## config.mk

```make
export PLATFORM = sky130hd
export DESIGN_NAME = dqaqm_decide
export DESIGN_NICKNAME = d
export VERILOG_FILES = /design/src/design/dqaqm_pkg.sv /design/src/design/dqaqm_decide.sv
export SDC_FILE = /design/constraint.sdc
export NUM_CORES = 2
export LEC_CHECK = 0
export ABC_AREA = 1
export BUFFER_PORTS_ARGS = -buffer_cell sky130_fd_sc_hd__buf_2
export CAP_MARGIN = 40
export CORE_UTILIZATION = 53
export DETAILED_ROUTE_END_ITERATION = 16
export PLACE_DENSITY = 0.73
export SLEW_MARGIN = 30
export SYNTH_ARGS = -nofsm -noshare
export SYNTH_HDL_FRONTEND = slang
export SYNTH_SLANG_ARGS = --single-unit
```

## constraint.sdc

```tcl
create_clock -name vclk -period 22.4
set_clock_uncertainty 0.15 [all_clocks]
set_input_delay 1.12 -clock vclk [all_inputs]
set_output_delay 1.12 -clock vclk [all_outputs]
set_load 0.005 [all_outputs]
```

## src/design/dqaqm_pkg.sv

```systemverilog
// Package for the dual-queue coupled AQM decision core.
// Holds fixed-point widths, action and outcome codes, register indexes and the
// configuration struct. It depends on nothing else.
package dqaqm_pkg;

	// Fixed-point formats.
	localparam int PROB_FRAC_BITS = 24;
	localparam int SOJOURN_BITS   = 24;
	localparam int PROB_W         = PROB_FRAC_BITS + 1;
	localparam int SOJ_W          = (SOJOURN_BITS < 24) ? SOJOURN_BITS : 24;
	localparam int OUT_PROB_W     = 25;

	localparam logic [PROB_W-1:0] PROB_ONE = PROB_W'(1) << PROB_FRAC_BITS;

	// Input field and configuration port widths.
	localparam int FIELD_W   = 24;
	localparam int CFG_IDX_W = 3;

	// Action codes.
	localparam logic [1:0] ACT_TICK    = 2'd0;
	localparam logic [1:0] ACT_L4S_DEQ = 2'd1;
	localparam logic [1:0] ACT_CLS_ENQ = 2'd2;

	// Outcome codes.
	localparam logic [1:0] OUT_PASS    = 2'd0;
	localparam logic [1:0] OUT_SET_CE  = 2'd1;
	localparam logic [1:0] OUT_CE_HIT  = 2'd2;
	localparam logic [1:0] OUT_DROP    = 2'd3;

	// Register indexes.
	localparam logic [CFG_IDX_W-1:0] REG_L4S_TARGET = 3'd0;
	localparam logic [CFG_IDX_W-1:0] REG_CLS_TARGET = 3'd1;
	localparam logic [CFG_IDX_W-1:0] REG_COUPLING   = 3'd2;
	localparam logic [CFG_IDX_W-1:0] REG_ALPHA      = 3'd3;
	localparam logic [CFG_IDX_W-1:0] REG_BETA       = 3'd4;
	localparam logic [CFG_IDX_W-1:0] REG_FLOOR      = 3'd5;

	typedef struct packed {
		logic [23:0] l4s_target_us;
		logic [23:0] classic_target_us;
		logic [15:0] coupling_factor;
		logic [23:0] alpha_gain;
		logic [23:0] beta_gain;
		logic [15:0] floor_bytes;
	} cfg_t;

endpackage

```

## src/design/dqaqm_decide.sv

```systemverilog
// Mark and drop decision for L4S dequeues and classic enqueues.
// Depends on dqaqm_pkg.
module dqaqm_decide (
	input  dqaqm_pkg::cfg_t                      cfg,
	input  logic [1:0]                           action,
	input  logic [dqaqm_pkg::SOJ_W-1:0]          sojourn,
	input  logic [dqaqm_pkg::FIELD_W-1:0]        total_queue_bytes,
	input  logic [dqaqm_pkg::FIELD_W-1:0]        random_draw,
	input  logic                                 already_ce,
	input  logic [dqaqm_pkg::PROB_W-1:0]         base_prob,
	output logic [1:0]                           outcome,
	output logic [dqaqm_pkg::PROB_W-1:0]         applied_prob
);
	import dqaqm_pkg::*;

	logic [PROB_W+15:0]               kp;
	logic [PROB_W+7:0]                kp_sh;
	logic [PROB_W-1:0]                coupled;
	logic [2*PROB_W-1:0]              sq;
	logic [PROB_W-1:0]                squared;
	logic [PROB_FRAC_BITS+23:0]       draw_ext;
	logic [PROB_FRAC_BITS-1:0]        draw_al;
	logic                             above_floor;
	logic                             fire;

	always_comb begin
		kp      = (PROB_W+16)'(cfg.coupling_factor) * (PROB_W+16)'(base_prob);
		kp_sh   = kp[PROB_W+15:8];
		coupled = (kp_sh > (PROB_W+8)'(PROB_ONE)) ? PROB_ONE : kp_sh[PROB_W-1:0];

		sq      = (2*PROB_W)'(base_prob) * (2*PROB_W)'(base_prob);
		squared = (base_prob >= PROB_ONE) ? PROB_ONE
		        : sq[PROB_FRAC_BITS+PROB_W-1:PROB_FRAC_BITS];

		// Align the Q0.24 draw to the probability format.
		draw_ext = {random_draw, {PROB_FRAC_BITS{1'b0}}};
		draw_al  = draw_ext[PROB_FRAC_BITS+23:24];

		above_floor = total_queue_bytes >= {8'b0, cfg.floor_bytes};

		case (action)
			ACT_L4S_DEQ: begin
				if (24'(sojourn) >= cfg.l4s_target_us) begin
					applied_prob = PROB_ONE;
				end else if (!above_floor) begin
					applied_prob = '0;
				end else begin
					applied_prob = coupled;
				end
			end
			ACT_CLS_ENQ: begin
				applied_prob = above_floor ? squared : '0;
			end
			default: begin
				applied_prob = '0;
			end
		endcase

		fire = (applied_prob != '0) && ({1'b0, draw_al} < applied_prob);

		case (action)
			ACT_L4S_DEQ: outcome = !fire ? OUT_PASS : (already_ce ? OUT_CE_HIT : OUT_SET_CE);
			ACT_CLS_ENQ: outcome = fire ? OUT_DROP : OUT_PASS;
			default:     outcome = OUT_PASS;
		endcase
	end

endmodule

```

==> results.json <==
{
  "drv_slew": 0,
  "startpoint_type": "input port",
  "ys_warn_count": 0,
  "register_area_um2": 0,
  "antenna_cells": 0,
  "cp_common_cell": "nand2_1",
  "io_pins": 255,
  "final-hold-violation-count": 0,
  "vias": 27800,
  "nets": 6013,
  "drive_above_1_share_pct": 4.95,
  "synth_cells": 4605,
  "syn-num-nets": 5971,
  "setup_tns_ns": 0,
  "die_w_um": 256,
  "cts_resized": 0,
  "grt_pass1_vias": 29200,
  "synthTopCellsByCount": "inv_1, nand2_1, fa_1",
  "timing.fmax_mhz": 86.8,
  "seq_cells": 0,
  "postCtsSetupBuffers": 0,
  "drtAntennaViolNets": 0,
  "hp-class": "in2out",
  "worstPathMaxFanout": 24,
  "portBuffers": 183,
  "critPathArrivalTime_ns": 10.26,
  "status": "completed",
  "dr.first_iter.drc_count": 1694,
  "start_util_pct": 53.9,
  "max_stage_delay_ns": 0.68,
  "synth_top_cells_by_area": "fa_1, inv_1, ha_1",
  "postCtsHoldBufs": 0,
  "antenna_found_initial": 0,
  "grt_max_degree": 43,
  "ys_types": 46,
  "crit_required_ns": 21.13,
  "slew_headroom_pct": 47.8,
  "synth_top_area_cell": "fa_1",
  "worstMarginPinSlew_ns": 0.782,
  "clkbuf_count": 0,
  "rsz0062_at_grt": "no",
  "core_area_um2": 63300,
  "num_rows": 92,
  "ys_seq_area_share_pct": 0,
  "wl_um": 84800,
  "die_area_um2": 65400,
  "grt_overflow": 0,
  "whs_path_depth": 5,
  "critical_path_class": "in2out",
  "max-cap-violations": 0,
  "avgViaCountPerCell": 5.05,
  "period_share_pct": 51.5,
  "grt_util_all_layers_pct": 27.2,
  "synth_most_common_cell": "inv_1",
  "area_growth_pct": 4.56,
  "fin_crit_ns": 11.53,
  "drtPass1Iterations": 8,
  "place_congestion": 1.00,
  "drc": 0,
  "wl_per_cell_um": 15.4,
  "synth_top_area_share_pct": 46.0,
  "die_y_um": 256,
  "critPathSlowestCell": "and2_1",
  "setup_viol": 0,
  "grt_pass1_wl_um": 144000,
  "synth_area_um2": 34100,
  "crit_path_end_kind": "primary output",
  "avgSynthCellArea_um2": 7.41,
  "hpwl_um": 71700
}
## routing by layer
| metal | part of all wire (%) | global-route usage, % |
|---|---|---|
| met3 | 6.9 | 3.15 |
| met5 | 0 | 0 |
| met1 | 43 | 37.6 |
| met4 | 2.6 | 6.14 |
| met2 | 47 | 45.9 |
## logic make-up after synthesis
kind of cell / Yosys count / synth area share, %
buffers and inverters: 1659 / 18.3
and+or+nand+nor: 1509 / 17.5
AOI/OAI and AO/OA: 275 / 4.52
adders and majority gates: 1138 / 59.0
xor gates and xnor gates: 24 / 0.616
## critical path, delay by kind of cell
family | cells | cell delay [ns]
adders and majority gates | 8 | 3.78
and+or+nand+nor | 21 | 3.12
buffers and inverters | 10 | 1.46
AOI/OAI and AO/OA | 4 | 0.71
## layout make-up
class | instances | area, um2
repair buffers | 210 | 1170
inverters | 1489 | 5590
fillers | 6071 | 27600
multi-input cells | 2946 | 27900
well taps | 846 | 1060
## cells in the final DEF, fill, tap and decap left out, drive strengths merged, types with 2 or more instances in the layout
cell type,count
buf,210
a31oi,13
xor2,9
o21a,9
nand3b,10
or2,9
a21o,12
and2,2
xnor2,15
o21bai,16
o21ai,68
nand2,1150
a211oi,2
ha,353
nand4,23
fa,785
a21boi,3
a21oi,141
o211ai,3
inv,1488
o311ai,2
nor4,7
nand3,100
nor3,23
nor2,183
## worst paths after layout
kind,to,start
setup / recovery,outcome[0],base_prob[12]
hold / removal,outcome[0],already_ce
## metrics by stage
stage               instance area (um2)  hold slack (ns)  utilization [%]  std cells  setup slack [ns]
finish                            35700             2.54             56.4       5491             10.87
global route                      35700             2.59             56.4       5491             10.23
detailed placement                35700             2.53             56.4       5491             10.98
global placement                  35600             2.52             56.2       5488             11.06
floorplan                         34100             2.24                -       4605             12.96
CTS                               35700             2.53             56.4       5491             10.97
Power is not shown: default switching activity piles up to over one toggle a cycle in this logic, so the estimate is an artifact.
