<file path="src/design/dqaqm_pkg.sv">
// Package for the dual-queue coupled AQM decision core.
// Holds fixed-point widths, action and outcome codes, register indexes and the
// configuration struct. It depends on nothing else.
package dqaqm_pkg;

	// Fixed-point formats.
	localparam int PROB_FRAC_BITS = 24;
	localparam int SOJOURN_BITS   = 24;
	localparam int PROB_W         = PROB_FRAC_BITS + 1;
	localparam int SOJ_W          = (SOJOURN_BITS < 24) ? SOJOURN_BITS : 24;
	localparam int OUT_PROB_W     = 25;

	localparam logic [PROB_W-1:0] PROB_ONE = PROB_W'(1) << PROB_FRAC_BITS;

	// Input field and configuration port widths.
	localparam int FIELD_W   = 24;
	localparam int CFG_IDX_W = 3;

	// Action codes.
	localparam logic [1:0] ACT_TICK    = 2'd0;
	localparam logic [1:0] ACT_L4S_DEQ = 2'd1;
	localparam logic [1:0] ACT_CLS_ENQ = 2'd2;

	// Outcome codes.
	localparam logic [1:0] OUT_PASS    = 2'd0;
	localparam logic [1:0] OUT_SET_CE  = 2'd1;
	localparam logic [1:0] OUT_CE_HIT  = 2'd2;
	localparam logic [1:0] OUT_DROP    = 2'd3;

	// Register indexes.
	localparam logic [CFG_IDX_W-1:0] REG_L4S_TARGET = 3'd0;
	localparam logic [CFG_IDX_W-1:0] REG_CLS_TARGET = 3'd1;
	localparam logic [CFG_IDX_W-1:0] REG_COUPLING   = 3'd2;
	localparam logic [CFG_IDX_W-1:0] REG_ALPHA      = 3'd3;
	localparam logic [CFG_IDX_W-1:0] REG_BETA       = 3'd4;
	localparam logic [CFG_IDX_W-1:0] REG_FLOOR      = 3'd5;

	typedef struct packed {
		logic [23:0] l4s_target_us;
		logic [23:0] classic_target_us;
		logic [15:0] coupling_factor;
		logic [23:0] alpha_gain;
		logic [23:0] beta_gain;
		logic [15:0] floor_bytes;
	} cfg_t;

endpackage

</file>
<file path="src/design/dqaqm_pi_update.sv">
// PI integrator step of the coupled AQM: new base probability from a tick.
// Depends on dqaqm_pkg.
module dqaqm_pi_update (
	input  dqaqm_pkg::cfg_t                     cfg,
	input  logic [dqaqm_pkg::PROB_W-1:0]        base_prob,
	input  logic [dqaqm_pkg::SOJ_W-1:0]         prev_sojourn,
	input  logic [dqaqm_pkg::SOJ_W-1:0]         sojourn,
	output logic [dqaqm_pkg::PROB_W-1:0]        next_prob
);
	import dqaqm_pkg::*;

	localparam int PROD_W = 50;
	localparam int BIG_W  = (PROB_W + 17 > PROD_W + 1) ? PROB_W + 17 : PROD_W + 1;
	localparam int ACC_W  = BIG_W + 1;
	localparam logic signed [ACC_W-1:0] ACC_TOP = ACC_W'(PROB_ONE) <<< 16;

	logic signed [24:0]        err;
	logic signed [24:0]        diff;
	logic signed [24:0]        alpha_s;
	logic signed [24:0]        beta_s;
	logic signed [PROD_W-1:0]  p_alpha;
	logic signed [PROD_W-1:0]  p_beta;
	logic signed [ACC_W-1:0]   acc;
	logic [PROB_W+15:0]        clamped;
	logic [PROB_W+15:0]        rounded;

	always_comb begin
		err     = $signed({1'b0, 24'(sojourn)}) - $signed({1'b0, cfg.classic_target_us});
		diff    = $signed({1'b0, 24'(sojourn)}) - $signed({1'b0, 24'(prev_sojourn)});
		alpha_s = $signed({1'b0, cfg.alpha_gain});
		beta_s  = $signed({1'b0, cfg.beta_gain});
		p_alpha = alpha_s * err;
		p_beta  = beta_s * diff;
		acc     = $signed({{(ACC_W-PROB_W-16){1'b0}}, base_prob, 16'b0})
		        + ACC_W'(p_alpha) + ACC_W'(p_beta);
		// Clamp to [0, one] in Q.16 before rounding back to probability LSBs.
		if (acc < 0) begin
			clamped = '0;
		end else if (acc > ACC_TOP) begin
			clamped = (PROB_W+16)'(ACC_TOP);
		end else begin
			clamped = (PROB_W+16)'(acc);
		end
		rounded   = clamped + (PROB_W+16)'(32'h8000);
		next_prob = rounded[PROB_W+15:16];
	end

endmodule

</file>
<file path="config.mk">
export PLATFORM = sky130hd
export DESIGN_NAME = dqaqm_pi_update
export DESIGN_NICKNAME = d
export VERILOG_FILES = /design/src/design/dqaqm_pkg.sv /design/src/design/dqaqm_pi_update.sv
export SDC_FILE = /design/constraint.sdc
export NUM_CORES = 2
export LEC_CHECK = 0
export ABC_CLOCK_PERIOD_IN_PS = 32000
export BUFFER_PORTS_ARGS = -buffer_cell sky130_fd_sc_hd__buf_2
export CAP_MARGIN = 15
export CORE_ASPECT_RATIO = 1.25
export CORE_MARGIN = 10
export CORE_UTILIZATION = 70
export DETAILED_ROUTE_END_ITERATION = 8
export GPL_TIMING_DRIVEN = 1
export PLACE_DENSITY = 0.89
export RECOVER_POWER = 25
export SLEW_MARGIN = 10
export SYNTH_ARGS = -nofsm -noshare
export SYNTH_HDL_FRONTEND = slang
export SYNTH_SLANG_ARGS = --single-unit
</file>
<file path="constraint.sdc">
create_clock -name vclk -period 32
set_input_delay 3.2 -clock vclk [all_inputs]
set_output_delay 3.2 -clock vclk [all_outputs]
set_load 0.02 [all_outputs]
</file>
==> qor.csv <==
stage;metric;value;unit
status;status;finished clean;
synthesis;Post-Synth Adder-Cell Area;0.627;
clock_tree;post-CTS setup buffer count;0;
critical_path;cell mode on critical path;fa_1;
global_routing;largest net degree at the start of global routing;54;
die;row cnt;104;
detailed_routing;Residual DRC;0;
layout;Design Area, Final;47100;µm²
clock_tree;cts hold-fix bufs;0;
timing;final setup fails;0;
die;die area;75900;µm²
detailed_routing;via count;36600;
synthesis;area of the mapped netlist;45600;µm²
global_routing;gr usage total;0.339;
layout;P&R area growth vs syn;3.26;%
layout;fin nets;7010;
critical_path;Critical Path Sink Type;output pin;
global_routing;first-pass GRT wire length;208000;µm
synthesis;Mapped Nets;7060;
die;Die W;248;µm
global_routing;initial antenna violation count;7;
detailed_routing;ANT nets after route;0;
synthesis;post-synthesis mux area share;0.000905;
timing;min Tclk post-route;22.68;ns
critical_path;worst endpoint required time;28.80;ns
layout;# clk buffers;0;
flow_run;max_cap viols;0;
critical_path;Worst Path Class, Setup;in -> out;
critical_path;CP max-delay cell;clkinv_1;
synthesis;post-synthesis sequential area ratio;0;
synthesis;Synth top area share;0.498;
synthesis;fraction of the mapped netlist area in compound gates;0.0544;
layout;share of layout cells above drive strength 1;0.0527;
global_routing;grt ovf;0;
place;DP Worst Slack;10.19;ns
critical_path;CP peak stage delay;0.95;ns
timing;Worst-Margin Slew;1.15;ns
synthesis;Post-Synth XOR/XNOR Area;0.0180;
timing;max_slew headroom;0.227;
timing;setup ws final;9.32;ns
detailed_routing;routed wire length;127000;µm
synthesis;Distinct cells, synth;71;
synthesis;main combinational cell family by area after synthesis;adder cells;
timing;Final period util;0.709;
timing;RSZ-0062 raised after global routing;no;
die;Starting Density;0.707;
die;core area;64500;µm²
detailed_routing;Detailed Routing Iterations Pass 1;8;
die;die height;306;µm
detailed_routing;DR WL/cell;21.0;µm
timing;Max Freq;44.1;MHz
detailed_routing;1st-iter DRT viols;3655;
layout;Seq cells;0;
min_path;hold depth;8;
clock_tree;Post-CTS Resized;0;
timing;final hold viol count;0;
critical_path;CP arrival;19.48;ns
place;gpl congestion;0.948;
global_routing;number of global-route vias before repair;40600;
timing;Final Max Tran Viols;0;
place;Cell Area, Placed;47100;µm²
min_path;Hold WC Path Type;in -> out;
critical_path;CP Buf/Inv Count;7;
place;hpwl dp;108000;µm
place;IO Port Bufs;170;
synthesis;synth top area cells;fa_1 (50%), ha_1 (13%), inv_1 (11%), nand2_1 (6.6%), and2_1 (4.6%);
synthesis;yosys warns;0;
synthesis;Synth area leader;fa_1;
die;I/O pin cnt;226;
synthesis;Syn Inst Count;5254;
synthesis;mean area per synthesized cell;8.69;µm²
timing;setup TNS;0;ns
critical_path;Top delay family on crit path;adder cells;
critical_path;worst-path maximum fanout;24;
layout;Sequential cell area;0;µm²
detailed_routing;via/cell ratio;6.05;
critical_path;CP Depth;49;
timing;hold_ws;7.66;ns
synthesis;Synth Area in Simple Gates;0.168;
critical_path;startpoint types;primary input;
==> cell usage in the layout (no fill, tap or decap), drive strengths merged, types with 40 or more instances in the layout <==
cell,count
nand3,61
nor2b,86
ha,469
inv,1306
xnor2,58
fa,1136
nor2,131
and2,339
o21ai,45
a21oi,72
a21o,40
nand2,800
buf,224
==> kinds of logic after synthesis <==
kind of cell,Yosys count
adders and majority gates,1605
and+or+nand+nor,1603
buffers and inverters,1588
AOI/OAI and AO/OA,360
xor gates and xnor gates,94
muxes,4
==> cell type report <==
class | count | area (µm²)
Tap cell | 848 | 1060
Antenna cell | 4 | 10.0
Timing Repair Buffer | 229 | 1280
Fill cell | 4355 | 17400
Inverter | 1307 | 4910
Multi-Input combinational cell | 3666 | 39900
==> metal layers <==
metal,part of all wire,wire length [µm],vias up,global-route usage
met5,0.00039,49,-,0
li1,-,-,15400,-
met1,0.34,43800,18200,0.408
met4,0.055,6990,10,0.152
met2,0.47,60100,2385,0.558
met3,0.13,16000,616,0.0991
==> cell usage after synthesis (all sizes together) (4+ instances only) <==
master / n
a311oi: 10
a211o: 6
a21oi: 72
xnor2: 58
o311ai: 18
nand3: 61
ha: 469
o31ai: 6
o31a: 4
a221oi: 4
a2111oi: 5
buf: 25
o211ai: 12
or3: 5
o21ai: 45
a31oi: 33
nor3b: 5
a221o: 5
a21o: 40
nor2: 131
o21a: 15
and3b: 25
inv: 1306
nor3: 34
nor2b: 86
and2: 339
nor4: 10
xor2: 36
fa: 1136
nand2b: 31
o22ai: 25
nand4: 17
nand2: 800
a21boi: 4
and3: 38
or2: 7
a211oi: 29
clkbuf: 256
==> final timing paths <==
path / from / endpoint / slack [ns]
worst max-delay path: sojourn[0] / next_prob[17] / 9.32
worst min-delay path: sojourn[23] / next_prob[24] / 7.66
==> through the flow <==
stage,std cells,util
floorplan,5254,-
global placement,6050,0.730
detailed placement,6050,0.730
CTS,6050,0.730
global route,6052,0.730
finish,6054,0.730
Power is not shown: default switching activity piles up to over one toggle a cycle in this logic, so the estimate is an artifact.
